[src/design/mhpq_pkg.sv]
// Package for the max-heap priority queue: command and status codes, the
// operation travelling along the cell chain and the item carried with it.
// No dependencies.
package mhpq_pkg;

  localparam int KEY_W   = 31;
  localparam int COUNT_W = 7;
  localparam int CMD_W   = 2;
  localparam int STAT_W  = 2;

  localparam logic [CMD_W-1:0] CMD_INSERT = 2'd0;
  localparam logic [CMD_W-1:0] CMD_DELETE = 2'd1;
  localparam logic [CMD_W-1:0] CMD_FIND   = 2'd2;

  localparam logic [STAT_W-1:0] ST_OK    = 2'd0;
  localparam logic [STAT_W-1:0] ST_FULL  = 2'd1;
  localparam logic [STAT_W-1:0] ST_DUP   = 2'd2;
  localparam logic [STAT_W-1:0] ST_EMPTY = 2'd3;

  localparam logic [COUNT_W-1:0] CAPACITY_RESET = 7'd64;

  typedef enum logic [1:0] {
    OP_NONE,
    OP_INS,
    OP_DEL,
    OP_FIND
  } op_t;

  // Travels from cell to cell, one cell per cycle.
  typedef struct packed {
    logic             vld;
    op_t              op;
    logic [KEY_W-1:0] key;
    logic [KEY_W-1:0] carry;
    logic             hit;
    logic             shift;
    logic             placed;
  } token_t;

endpackage

[src/design/mhpq_cell.sv]
// One cell of the sorted key chain: holds one key (largest keys nearest the
// head) and processes the operation passing through it.
// Depends on mhpq_pkg.
module mhpq_cell #(
  parameter int INDEX = 0,
  parameter int CW    = 7
) (
  input  logic                       clk,
  input  logic                       rst,
  input  logic [CW-1:0]              cnt,
  input  mhpq_pkg::token_t           tok_in,
  input  logic [mhpq_pkg::KEY_W-1:0] next_key,
  output mhpq_pkg::token_t           tok_out,
  output logic [mhpq_pkg::KEY_W-1:0] key
);

  mhpq_pkg::token_t           tok_next;
  logic                       key_we;
  logic [mhpq_pkg::KEY_W-1:0] key_next;
  logic                       occ;

  assign occ = cnt > CW'(INDEX);

  always_comb begin
    tok_next = tok_in;
    key_we   = 1'b0;
    key_next = tok_in.key;
    if (tok_in.vld) begin
      unique case (tok_in.op)
        mhpq_pkg::OP_FIND: begin
          if (occ && key == tok_in.key) begin
            tok_next.hit = 1'b1;
          end
        end
        mhpq_pkg::OP_INS: begin
          if (tok_in.hit || tok_in.placed) begin
            tok_next = tok_in;
          end else if (tok_in.shift) begin
            // Keys below the insertion point move one cell towards the tail.
            key_we   = 1'b1;
            key_next = tok_in.carry;
            if (occ) begin
              tok_next.carry = key;
            end else begin
              tok_next.shift  = 1'b0;
              tok_next.placed = 1'b1;
            end
          end else if (occ) begin
            if (key == tok_in.key) begin
              tok_next.hit = 1'b1;
            end else if (key < tok_in.key) begin
              key_we         = 1'b1;
              key_next       = tok_in.key;
              tok_next.carry = key;
              tok_next.shift = 1'b1;
            end
          end else begin
            key_we          = 1'b1;
            key_next        = tok_in.key;
            tok_next.placed = 1'b1;
          end
        end
        mhpq_pkg::OP_DEL: begin
          // Every key moves one cell towards the head; the neighbour has
          // not been touched yet because the operation runs head to tail.
          key_we   = 1'b1;
          key_next = next_key;
        end
        mhpq_pkg::OP_NONE: begin
          tok_next = tok_in;
        end
        default: begin
          tok_next = tok_in;
        end
      endcase
    end
  end

  always_ff @(posedge clk) begin
    if (rst) begin
      tok_out.vld <= 1'b0;
    end else begin
      tok_out <= tok_next;
    end
  end

  always_ff @(posedge clk) begin
    if (key_we) begin
      key <= key_next;
    end
  end

endmodule

[config.mk]
export PLATFORM = sky130hd
export DESIGN_NAME = mhpq_cell
export DESIGN_NICKNAME = d
export VERILOG_FILES = /design/src/design/mhpq_pkg.sv /design/src/design/mhpq_cell.sv
export SDC_FILE = /design/constraint.sdc
export NUM_CORES = 1
export LEC_CHECK = 0
export ABC_AREA = 1
export ABC_CLOCK_PERIOD_IN_PS = 3700
export BUFFER_PORTS_ARGS = -buffer_cell sky130_fd_sc_hd__buf_2
export CAP_MARGIN = 20
export CORE_MARGIN = 5
export CORE_UTILIZATION = 47
export DETAILED_ROUTE_END_ITERATION = 12
export PLACE_DENSITY_LB_ADDON = 0.15
export SLEW_MARGIN = 20
export SYNTH_ARGS = -nofsm -noshare
export SYNTH_HDL_FRONTEND = slang
export SYNTH_SLANG_ARGS = --single-unit
[constraint.sdc]
create_clock -name clk -period 3.7 [get_ports clk]
set_input_delay 0.74 -clock clk [delete_from_list [all_inputs] [get_ports clk]]
set_output_delay 0.74 -clock clk [all_outputs]
set_load 0.05 [all_outputs]
=== Word-level counts from Yosys, hierarchy flattened ===
Index checks and enable logic that the tools add are counted.
Widths: inputs -> output; s select.

* Logic and storage cells: 45
* Bits in registers: 99

* Magnitude comparators: 2
* Muxes and demuxes: 27
* Bitwise logic cells: 1
* Reductions and logical operators: 3
* Equal/unequal tests: 4

{| class="wikitable"
|+ Operator list
! kind !! number
|-
| $mux 31 || 8
|-
| $mux 34 || 2
|-
| $pmux 31 s2 || 1
|-
| $mux 33 || 1
|-
| $eq 31x31->1 || 1
|-
| $lt 31x31->1 || 1
|-
| $mux 1 || 10
|-
| $gt 7x1->1 const B || 1
|-
| $mux 2 || 3
|-
| $eq 2x2->1 const B || 2
|-
| $pmux 1 s2 || 2
|-
| $eq 2x1->1 const B || 1
|-
| $reduce_or 2->1 || 1
|-
| $logic_and 1x1->1 || 1
|-
| $logic_or 1x1->1 || 1
|-
| $not 1->1 || 1
|}

=== Longest topological paths before layout ===
Gate-level depths: netlist (run 1).

* Depth in word-level cells: 8
* Depth in mapped cells: 16

=== Least setup slack after synthesis (run 1) ===
No wires, ideal clock.

* Kind: input to register
* Start: input tok_in[64] in the netlist's numbering
* End: register key[0] in the netlist's numbering (enable)
* Required time: 3,281 ps
* Cell stages on the path: 14
* Buffers on the path: 1
* Data arrival time: 3,323 ps
* Setup slack: -42 ps
* Cells stage by stage: inv_1 -> ha_1 -> nand2_2 -> nor2_2 -> nand2_1 -> nand3_1 -> nor2_1 -> nand2_2 -> nor2_4 -> buf_6 -> nand2_1 -> nand3_1 -> a21oi_1 -> nor2_1

* Cells in the longest elaborated chain, start to end: 8

{| class="wikitable"
|+ RTL lines
! what !! line !! source
|-
| from (decl) || mhpq_cell.sv:11 || <nowiki>input mhpq_pkg::token_t tok_in,</nowiki>
|-
| $lt 31x31->1 || mhpq_cell.sv:51 || <nowiki>end else if (key < tok_in.key) begin</nowiki>
|-
| $mux 1 || mhpq_cell.sv:51 ||
|-
| $mux 1 * || mhpq_cell.sv:49 || <nowiki>if (key == tok_in.key) begin</nowiki>
|-
| $mux 1 * || mhpq_cell.sv:48 || <nowiki>end else if (occ) begin</nowiki>
|-
| $mux 1 * || mhpq_cell.sv:38 || <nowiki>end else if (tok_in.shift) begin</nowiki>
|-
| $mux 1 * || mhpq_cell.sv:36 || <nowiki>if (tok_in.hit || tok_in.placed) begin</nowiki>
|-
| $pmux 1 s2 * || mhpq_cell.sv:29 || <nowiki>unique case (tok_in.op)</nowiki>
|-
| $mux 1 * || mhpq_cell.sv:28 || <nowiki>if (tok_in.vld) begin</nowiki>
|-
| via key_we || mhpq_cell.sv:18 || <nowiki>logic key_we;</nowiki>
|-
| to (signal assigned) || mhpq_cell.sv:89 || <nowiki>key <= key_next;</nowiki>
|-
| to (decl) || mhpq_cell.sv:14 || <nowiki>output logic [mhpq_pkg::KEY_W-1:0] key</nowiki>
|}

The timed path passes the listed nets; every way through them passes the cells marked *.
A chain may end at the register's enable or synchronous reset.

==> results of run 1 <==
-- Yosys cell counts, types with 3 or more instances --
library cell	instances
nor2_1	51
a21oi_2	29
edfxtp_1	98
clkinv_1	18
nand3_1	35
buf_6	9
nor2_2	3
ha_1	34
buf_2	3
nand2_1	205
nand2_2	5
o22ai_1	31
o21ai_0	94
a21oi_1	13
buf_4	6
inv_1	192
clkbuf_1	23
-- metrics by stage --
stage / std cells / utilization, %
after floorplan: 862 / -
after detailed placement: 1224 / 56.4
after global routing: 1239 / 59.0
final: 1239 / 59.0
after CTS: 1239 / 59.0
after global placement: 1224 / 56.4
-- final cells by class --
| cell class | count | area [µm²] |
|---|---|---|
| fill | 1325 | 5720 |
| sequential | 99 | 2960 |
| multi-input combinational | 511 | 2710 |
| timing repair buffer | 223 | 1170 |
| inverter | 211 | 793 |
| clock buffer | 9 | 225 |
| tap | 180 | 225 |
| clock inverter | 6 | 129 |
-- layer usage --
metal	track usage, %	vias to the layer above	share of wire (%)	wire [µm]
li1	-	3111	-	-
met1	32.4	2883	43	8780
met2	40.9	266	47	9680
met3	3.67	39	7.8	1600
met4	9.02	4	2.0	418
met5	0	-	0.10	21
-- power breakdown --
part	switching, mW	total, mW	internal, mW
Sequential	0.0220	1.33	1.31
Combinational	0.506	0.703	0.197
Clock	0.420	1.14	0.722
Total	0.947	3.18	2.23
-- cell families (layout without fill, tap and decap cells) --
kind of cell / after synthesis / in the layout / share of synthesized area [%]
buffers and inverters: 252 / 449 / 15.5
AND/OR/NAND/NOR: 305 / 305 / 18.6
AO/OA/AOI/OAI: 172 / 172 / 15.2
adder cells (fa/ha/maj): 34 / 34 / 6.36
flip-flops: 99 / 99 / 44.3
-- critical path: cells and delay by family --
| family | cells | cell delay [ps] |
|---|---|---|
| adder cells (fa/ha/maj) | 1 | 300 |
| AO/OA/AOI/OAI | 1 | 50 |
| buffers and inverters | 4 | 570 |
| AND/OR/NAND/NOR | 10 | 1090 |
-- flip-flops by register name, summed over array words and instances, names as in the netlist --
register  cells
tok_out      68
key          31
-- worst max-delay path by stage --
stage | from | endpoint | slack, ps
6_report | tok_in[48] | tok_out[18] | 1060
4_1_cts | tok_in[48] | tok_out[18] | 1060
2_1_floorplan | tok_in[64] | key[0] | 470
3_3_place_gp | tok_in[48] | key[13] | 680
5_1_grt | tok_in[48] | tok_out[33] | 880
3_5_place_dp | tok_in[48] | key[23] | 700
==> out/results.txt, run 1 <==
Status = completed
Worst slew pin tran = 792 ps
Top post-synthesis cells by area = edfxtp_1 44%, nand2_1 12%, inv_1 11%, o21ai_0 7.0%, ha_1 6.4%
Crit start category = input pin
Fmax achieved = 0.379 GHz
Worst-case reg-to-reg path depth = 13
Latest clock arrival within the worst-skew pair = 350 ps
Dominant cell type by area after synthesis = edfxtp_1
Residual DRC count = 0
Die H = 129 µm
Distinct cells, synth = 29
Hold EP = tok_out[67]
WHS Path Cells = 2
Reg2reg start = key[14]
Post-synthesis cell area = 6690 µm²
Initial Util = 48.0%
Number of CTS-inserted buffers = 9
Kind of critical path = input pin to flip-flop
Worst Skew = 6.32 ps
Clock net sink count = 99
First-pass GRT wire length = 31,700 µm
Deepest clock path buffer count = 2
Grt total ovfl = 0
Worst vdd ir = 0.000245 V
Finish-stage setup viols = 0
Syn_nets = 1,004
#FFs+latches synth = 99
Final wirelength = 20,500 µm
Vias in the first global route = 6,107
Core ar. = 13,900 µm²
Vias per std cell = 5.09
Share of post-route cells with drive strength above 1 = 26.6%
Yosys warning total = 0
Reg-to-Reg End = key[19]
WHS = 569 ps
Setup TNS = 0 ps
Reg2reg setup slack = 1110 ps
Slew HR = 47.1%
Most frequent cells in the layout = 206 x buf_2, 205 x nand2_1, 191 x inv_1, 98 x edfxtp_1, 94 x o21ai_0
Post-CTS Setup Bufs = 0
Crit path cell chain = buf_2, inv_1, ha_1, nand2_1, nor2_2, nand2_1, nand3_1, nor2_1, nand2_1, nand2_2, buf_4, nand3_1, nand2_1, clkinv_1, nand2_1, a21oi_2
Hold buffer count at cts = 0
Area grow syn2layout = 22.8%
Post-synth EDFFs = 98
Resize count post-CTS = 0
Crit path top cell by count = nand2_1
Tcrit/Tclk final = 71.3%
Tot GR Track Use = 24.5%
Top cell type's share of synthesized area = 44.0%
MaxCap Viol Count = 0
Die area = 16,700 µm²
First-pass iteration count of the detailed router = 5
Vias = 6,303
Ant diodes = 0
Pwr Density = 387 nW/µm²
Max Slew Vio Count = 0
Initial antenna violation count = 2
Total power draw = 3.18 mW
Fin. Hold Viols = 0
Final setup margin = 1060 ps
Area post-placement = 7860 µm²
CP Data Arrival Time = 2750 ps
Setup crit end kind = flip-flop
Commonest non-fill, non-tap cell in the layout = buf_2
Clk slew on worst S/H paths = 70 ps
Critical Path Max Stage Delay = 370 ps
Pin count of the biggest net entering global routing = 44
Antenna-violating nets left = 0
Hold Crit Class = input pin to flip-flop
Ys async rst share = 0%
Syn Area/Cell = 7.76 µm²
Io pins = 207
Cell row count = 43
CTS tree = yes
Post-route cell area = 8220 µm²
Pleak = 4.32 nW
Req. time, crit path = 3810 ps
Hold path startpoint = rst
DR iter-0 viols = 507
CTS H-tree depth = 3
Dpl ws = 702 ps
GPL Wtd Cong = 0.864
Detailed Place HPWL = 14,600 µm
CP max-delay cell = buf_4
Fin crit period = 2640 ps
DR WL/cell = 16.5 µm
Final layout net count = 1,197
Root Driver = clkbuf_16
RSZ-0062 raised after global routing = no
Synth Instances = 862
Commonest register cell after synthesis = edfxtp_1
Max Fanout on Critical Path = 23
Register area share after synthesis = 44.3%
Count of port buffers added during placement = 206
DIE WIDTH = 129 µm
No activity file was read; power rests on OpenSTA's default activity.
==> run 2: changes to the inputs <==
ABC_AREA = 0   (was 1)
ABC_CLOCK_PERIOD_IN_PS = 2700   (was 3700)
CORE_UTILIZATION = 49   (was 47)
clock period = 2.7 ns   (was 3.7 ns; I/O delays follow)
==> run 2 against run 1 <==
The flow now finishes with violations (negative setup slack). Via count down 35%. Non-clock buffer count up 49. First-iteration DRC count down 64%. Wire length down 32%. Final cell count down 36%. Hold slack worse by 230 ps. Count of clock-buffer cells in the layout up 5. Power up 14%. Largest cell class unchanged.
==> out/results.txt, run 2 <==
Final core utilization = 69.5% (was 59.0%)
Residual DRC count = 0 (unchanged)
Deepest clock path buffer count = 2 (unchanged)
Placed cell count = 760 (was 1,224)
Top-count cell post-synth = edfxtp_1 (was nand2_1)
CTS H-tree depth = 3 (unchanged)
Worst Skew = 8.71 ps (was 6.32 ps)
Combinational share of power = 22.7% (was 22.1%)
Yosys warning total = 0 (unchanged)
Pwr Density = 512 nW/µm² (was 387 nW/µm²)
Worst vdd ir = 0.000349 V (was 0.000245 V)
Dominant cell type by area after synthesis = edfxtp_1 (unchanged)
First-pass GRT wire length = 21,700 µm (was 31,700 µm)
Met3 WL = 911 µm (was 1600 µm)
Ant diodes = 0 (unchanged)
Vias per std cell = 5.17 (was 5.09)
Pleak = 3.23 nW (was 4.32 nW)
Regs by FF count = tok_out: 68 flops, key: 31 flops (unchanged)
MaxCap Viol Count = 0 (unchanged)
Kind of critical path = flip-flop to flip-flop (was input pin to flip-flop)
Hold Crit Class = input pin to flip-flop (unchanged)
Fin crit period = 2780 ps
Critical Path Max Stage Delay = 410 ps (was 370 ps)
Commonest register cell after synthesis = edfxtp_1 (unchanged)
Area grow syn2layout = 40.1% (was 22.8%)
Violated checks = negative setup slack
Sw Pwr = 1.07 mW (was 947 µW)
Max Used Layer = met4 (was met5)
Req. time, crit path = 2820 ps (was 3810 ps)
Most frequent cells in the layout = 206 x buf_2, 98 x edfxtp_1, 54 x buf_4, 40 x nand2_1, 35 x inv_1 (was 206 x buf_2, 205 x nand2_1, 191 x inv_1, 98 x edfxtp_1, 94 x o21ai_0)
GPL Wtd Cong = 0.774 (was 0.864)
Reg-to-Reg End = tok_out[24] (was key[19])
Clock power frac = 27.1% (was 36.0%)
Hold path startpoint = rst (unchanged)
DR iter-0 viols = 183 (was 507)
Number of CTS-inserted buffers = 9 (unchanged)
Fin. Hold Viols = 0 (unchanged)
Hold EP = tok_out[67] (unchanged)
Finish-stage setup viols = 54 (was 0)
Status = finished with violations (was completed)
Tcrit/Tclk final = 103%
CP Data Arrival Time = 2900 ps (was 2750 ps)
Latest clock arrival within the worst-skew pair = 360 ps (was 350 ps)
Synth Instances = 381 (was 862)
Fmax achieved = 0.360 GHz
Largest register FFs = 68 (unchanged)
Share of post-route cells with drive strength above 1 = 52.5% (was 26.6%)
Met2 wire length = 6930 µm (was 9680 µm)
Setup crit end kind = flip-flop (unchanged)
DR WL/cell = 17.6 µm (was 16.5 µm)
Register area share after synthesis = 58.6% (was 44.3%)
Final setup margin = -80.6 ps (was 1060 ps)
Clk slew on worst S/H paths = 90 ps (was 70 ps)
Post-synthesis cell area = 5050 µm² (was 6690 µm²)
Post-synth EDFFs = 98 (unchanged)
Setup TNS = -2390 ps (was 0 ps)
Most flops, register = tok_out (unchanged)
Final wirelength = 13,900 µm (was 20,500 µm)
Tot GR Track Use = 21.8% (was 24.5%)
Kind of cell adding the most delay to the critical path = compound AO/OA/AOI/OAI gates (was simple AND/OR/NAND/NOR gates)
Max Slew Vio Count = 0 (unchanged)
CTS tree = yes (unchanged)
Cell row count = 37 (was 43)
Reg2reg setup slack = -80 ps (was 1110 ps)
Total power draw = 3.62 mW (was 3.18 mW)
Core ar. = 10,200 µm² (was 13,900 µm²)
WHS Path Cells = 2 (unchanged)
Commonest non-fill, non-tap cell in the layout = buf_2 (unchanged)
CP max-delay cell = edfxtp_1 (was buf_4)
DIE WIDTH = 112 µm (was 129 µm)
Crit path cell chain = ha_1, a21o_1, a21oi_2, and2b_2, o31ai_2, nand3_2, a21oi_4, clkbuf_16, mux2_4 (was buf_2, inv_1, ha_1, nand2_1, nor2_2, nand2_1, nand3_1, nor2_1, nand2_1, nand2_2, buf_4, nand3_1, nand2_1, clkinv_1, nand2_1, a21oi_2)
Vias = 4,075 (was 6,303)
Vias in the first global route = 4,347 (was 6,107)
Max Fanout on Critical Path = 8 (was 23)
Pint = 2.55 mW (was 2.23 mW)
Antenna-violating nets left = 0 (unchanged)
WHS = 342 ps (was 569 ps)
Final layout net count = 789 (was 1,197)
Grt total ovfl = 0 (unchanged)
Hold buffer count at cts = 0 (unchanged)
Dpl ws = -315 ps (was 702 ps)
#FFs+latches synth = 99 (unchanged)
Die area = 12,400 µm² (was 16,700 µm²)
Post-route cell area = 7080 µm² (was 8220 µm²)
Synth top cells by count = 98 x edfxtp_1, 40 x nand2_1, 36 x inv_1, 34 x ha_1, 33 x o21ai_0 (was 205 x nand2_1, 192 x inv_1, 98 x edfxtp_1, 94 x o21ai_0, 51 x nor2_1)
Met1 WL = 5760 µm (was 8780 µm)
Die H = 112 µm (was 129 µm)
Syn_nets = 523 (was 1,004)
First-pass iteration count of the detailed router = 5 (unchanged)
Count of port buffers added during placement = 206 (unchanged)
Finished Layout Cells = 788 (was 1,239)
Top post-synthesis cells by area = edfxtp_1 58%, mux2_4 8.9%, ha_1 8.4%, a22oi_1 4.6%, o21ai_0 3.3% (was edfxtp_1 44%, nand2_1 12%, inv_1 11%, o21ai_0 7.0%, ha_1 6.4%)
Worst-case reg-to-reg path depth = 9 (was 13)
Flop pwr share = 50.2% (was 41.9%)
Reg2reg start = key[12] (was key[14])
Ys async rst share = 0% (unchanged)
Crit start category = flip-flop (was input pin)
Sw frac = 29.6% (was 29.8%)
Pin count of the biggest net entering global routing = 68 (was 44)
CP bufs+invs = 1 (was 4)
Initial Util = 49.6% (was 48.0%)
Initial antenna violation count = 0 (was 2)
Io pins = 207 (unchanged)
Distinct cells, synth = 41 (was 29)
Top cell type's share of synthesized area = 58.2% (was 44.0%)
Root Driver = clkbuf_8 (was clkbuf_16)
Syn Area/Cell = 13.3 µm² (was 7.76 µm²)
Worst slew pin tran = 416 ps (was 792 ps)
Clock net sink count = 99 (unchanged)
Detailed Place HPWL = 10,300 µm (was 14,600 µm)
Area post-placement = 6690 µm² (was 7860 µm²)
Slew HR = 72.1% (was 47.1%)
RSZ-0062 raised after global routing = yes (was no)
-- run 2: cell types whose count changed after synthesis, sizes merged, moves of 47 or more --
cell   change
nand2    -170
inv      -157
o21ai     -61
nor2      -47
-- run 2: kinds of logic after synthesis --
logic type                 after synthesis  synth area share (%)
AOI/OAI and AO/OA                       89                  11.3
adders and majority gates               34                  8.42
buffers and inverters                   53                  4.93
DFF                                     99                  58.6
muxes                                   31                  9.13
and+or+nand+nor                         75                  7.57
-- run 2: what timing repair did --
| action | CTS | global route |
|---|---|---|
| gates resized for setup | 5 | 9 |
| setup buffers | 3 | 8 |
| endpoints found under the setup margin | 47 | 62 |
| cloned | 1 | 1 |
| pin swaps | 2 | 5 |
-- run 2: layout make-up --
type / instances / area [µm²]
Clock inverter: 2 / 37.5
Multi-Input combinational cell: 229 / 1970
Fill cell: 798 / 3100
Tap cell: 136 / 170
Sequential cell: 99 / 2960
Clock buffer: 14 / 163
Inverter: 36 / 135
Timing Repair Buffer: 272 / 1640
-- run 2: layer usage --
layer  vias up  GRT usage [%]
met4         0           7.30
met2       153           38.6
met5         -              0
li1       1956              -
met3        20           5.22
met1      1946           26.3
-- run 2: worst max path at each step --
| stage | startpoint | endpoint | slack, ps | depth (start not counted) |
|---|---|---|---|---|
| 6_report | key[12] | tok_out[24] | -80 | 9 |
| 5_1_grt | key[12] | tok_out[24] | -180 | 9 |
| 4_1_cts | key[24] | tok_out[13] | -20 | 9 |
| 3_5_place_dp | tok_in[58] | tok_out[32] | -310 | 11 |
| 3_3_place_gp | tok_in[50] | key[6] | -240 | 11 |
| 2_1_floorplan | key[16] | key[0] | -530 | 7 |
-- run 2: power by group through the flow --
stage	Clock [mW]	Combinational [mW]	Sequential, mW
CTS	0.999	0.814	1.82
global placement	0	0.788	1.85
floorplan	0	0.217	2.15
detailed placement	0	0.803	1.85
global route	1.08	0.878	1.83
finish	0.982	0.823	1.82
==> run 3: changes to the inputs <==
SETUP_SLACK_MARGIN = 0.05   (was not set)
==> run 3 against run 2 <==
The run still ends with negative setup slack left. Hold slack got worse by 3.4 ps. Wire length fell by 0.32%. Via count fell by 0.37%. Sequential share of layout area barely moved. Global-route usage did not move. Critical path type unchanged. Final area barely moved.
==> out/results.txt, run 3 (synthesis results as in run 2) <==
Max Slew Vio Count = 0 (unchanged)
Die area = 12,400 µm² (unchanged)
Core ar. = 10,200 µm² (unchanged)
Root Driver = clkbuf_8 (unchanged)
Hold Crit Class = input pin to flip-flop (unchanged)
Total power draw = 3.62 mW (about the same)
Vias in the first global route = 4,357 (was 4,347)
Detailed Place HPWL = 10,300 µm (unchanged)
Tcrit/Tclk final = 103% (about the same)
Initial Util = 49.6% (unchanged)
Number of CTS-inserted buffers = 9 (unchanged)
Sw Pwr = 1.07 mW (about the same)
Worst vdd ir = 0.000349 V (about the same)
Latest clock arrival within the worst-skew pair = 370 ps (was 360 ps)
Most frequent cells in the layout = 206 x buf_2, 98 x edfxtp_1, 56 x buf_4, 40 x nand2_1, 35 x inv_1 (was 206 x buf_2, 98 x edfxtp_1, 54 x buf_4, 40 x nand2_1, 35 x inv_1)
Io pins = 207 (unchanged)
Critical path origin = key[12] (unchanged)
Reg2reg start = key[12] (unchanged)
Clock net sink count = 99 (unchanged)
Flop pwr share = 50.2% (about the same)
GR met1 Demand/Resource = 26.2% (was 26.3%)
Pleak = 3.23 nW (about the same)
DIE WIDTH = 112 µm (unchanged)
Die H = 112 µm (unchanged)
Initial antenna violation count = 0 (unchanged)
Kind of critical path = flip-flop to flip-flop (unchanged)
MaxCap Viol Count = 0 (unchanged)
CP Data Arrival Time = 2900 ps (about the same)
Fillers = 796 (was 798)
Setup crit end kind = flip-flop (unchanged)
Combinational share of power = 22.7% (about the same)
Violated checks = negative setup slack (unchanged)
Fin crit period = 2780 ps (about the same)
Antenna-violating nets left = 0 (unchanged)
CTS tree = yes (unchanged)
Fmax achieved = 0.360 GHz (about the same)
Status = finished with violations (unchanged)
WHS Path Cells = 2 (unchanged)
Final wirelength = 13,800 µm (was 13,900 µm)
Pwr Density = 511 nW/µm² (was 512 nW/µm²)
DR WL/cell = 17.5 µm (was 17.6 µm)
Hold EP = tok_out[67] (unchanged)
M2 GR Usage = 38.6% (about the same)
First-pass iteration count of the detailed router = 4 (was 5)
Pin count of the biggest net entering global routing = 68 (unchanged)
Pint = 2.55 mW (about the same)
Worst-case reg-to-reg path depth = 9 (unchanged)
Crit start category = flip-flop (unchanged)
Ant diodes = 0 (unchanged)
Clk slew on worst S/H paths = 90 ps (about the same)
Slew HR = 72.5% (was 72.1%)
Busiest grt layer = met2 (unchanged)
M3 GR Usage = 5.22% (unchanged)
Max Fanout on Critical Path = 8 (unchanged)
Residual DRC count = 0 (unchanged)
Worst Skew = 8.21 ps (was 8.71 ps)
Fin. Hold Viols = 0 (unchanged)
Cell row count = 37 (unchanged)
Req. time, crit path = 2820 ps (about the same)
Vias per std cell = 5.14 (was 5.17)
Final layout net count = 791 (was 789)
Commonest non-fill, non-tap cell in the layout = buf_2 (unchanged)
Largest register FFs = 68 (unchanged)
Reg2reg setup slack = -80 ps (about the same)
Count of port buffers added during placement = 206 (unchanged)
Share of post-route cells with drive strength above 1 = 52.6% (was 52.5%)
Grt total ovfl = 0 (unchanged)
Setup TNS = -2390 ps (about the same)
Finish-stage setup viols = 57 (was 54)
Final setup margin = -79.2 ps (was -80.6 ps)
DR iter-0 viols = 198 (was 183)
Deepest clock path buffer count = 2 (unchanged)
Worst slew pin tran = 409 ps (was 416 ps)
Vias = 4,060 (was 4,075)
Regs by FF count = tok_out: 68 flops, key: 31 flops (unchanged)
Most flops, register = tok_out (unchanged)
GPL Wtd Cong = 0.774 (unchanged)
Area grow syn2layout = 40.2% (was 40.1%)
Hold path startpoint = rst (unchanged)
RSZ-0062 raised after global routing = yes (unchanged)
Reg-to-Reg End = tok_out[27] (was tok_out[24])
WHS = 338 ps (was 342 ps)
Tot GR Track Use = 21.8% (unchanged)
Sw frac = 29.6% (about the same)
First-pass GRT wire length = 21,700 µm (about the same)
Final core utilization = 69.6% (was 69.5%)
CTS H-tree depth = 3 (unchanged)
Clock power frac = 27.1% (about the same)
run 3: cell types whose count changed in the layout (fill, tap and decap cells not counted), sizes merged:
cell  previous run  this run
buf            271       273
run 3: power groups by stage:
stage,combinational (mW),sequential (mW),clock [mW]
2_1_floorplan,0.217,2.15,0
3_3_place_gp,0.788,1.85,0
3_5_place_dp,0.803,1.85,0
4_1_cts,0.816,1.82,0.999
5_1_grt,0.878,1.83,1.08
6_report,0.823,1.82,0.983
run 3: what timing repair did:
| action | in CTS | in global routing |
|---|---|---|
| gates resized for setup | 6 | 7 |
| buffers inserted | 5 | 7 |
| endpoints found under the hold margin | 0 | 0 |
| cloned | 1 | 1 |
| hold buffers | 0 | 0 |
| pin swaps | 2 | 5 |
| setup endpoints to repair | 62 | 62 |
run 3: how the worst max path moves through the flow:
stage / to / slack [ps]
floorplan: key[0] / -530
global placement: key[6] / -240
detailed placement: tok_out[32] / -310
CTS: tok_out[32] / -30
global route: tok_out[24] / -190
finish: tok_out[27] / -80
run 3: layout make-up:
| type | instances | area (µm²) | share of cell area [%] |
|---|---|---|---|
| inverter | 36 | 135 | 1.91 |
| sequential | 99 | 2960 | 41.8 |
| clock buffer | 14 | 163 | 2.29 |
| tap | 136 | 170 | 2.40 |
| timing repair buffer | 274 | 1660 | 23.4 |
| clock inverter | 2 | 37.5 | 0.530 |
| multi-input combinational | 229 | 1960 | 27.7 |
run 3: per-stage QoR:
| stage | instance area [µm²] | worst slack, ps | cells |
|---|---|---|---|
| floorplan | 5140 | -526 | 381 |
| global placement | 6690 | -239 | 760 |
| detailed placement | 6690 | -315 | 760 |
| CTS | 6990 | -30.6 | 782 |
| global route | 7090 | -186 | 790 |
| finish | 7090 | -79.2 | 790 |
run 3: routing by layer:
| metal | vias up | part of all wire, % |
|---|---|---|
| li1 | 1959 | - |
| met1 | 1940 | 41 |
| met2 | 143 | 50 |
| met3 | 18 | 6.4 |
| met4 | 0 | 1.9 |
| met5 | - | 0 |
run 3: worst max-delay path: stages, from the launching register on:
cell,delay [ps]
edfxtp_1,410
ha_1,320
a21o_1,180
a21oi_2,130
and2b_2,220
o31ai_2,240
nand3_2,150
a21oi_4,350
clkbuf_16,240
mux2_4,300
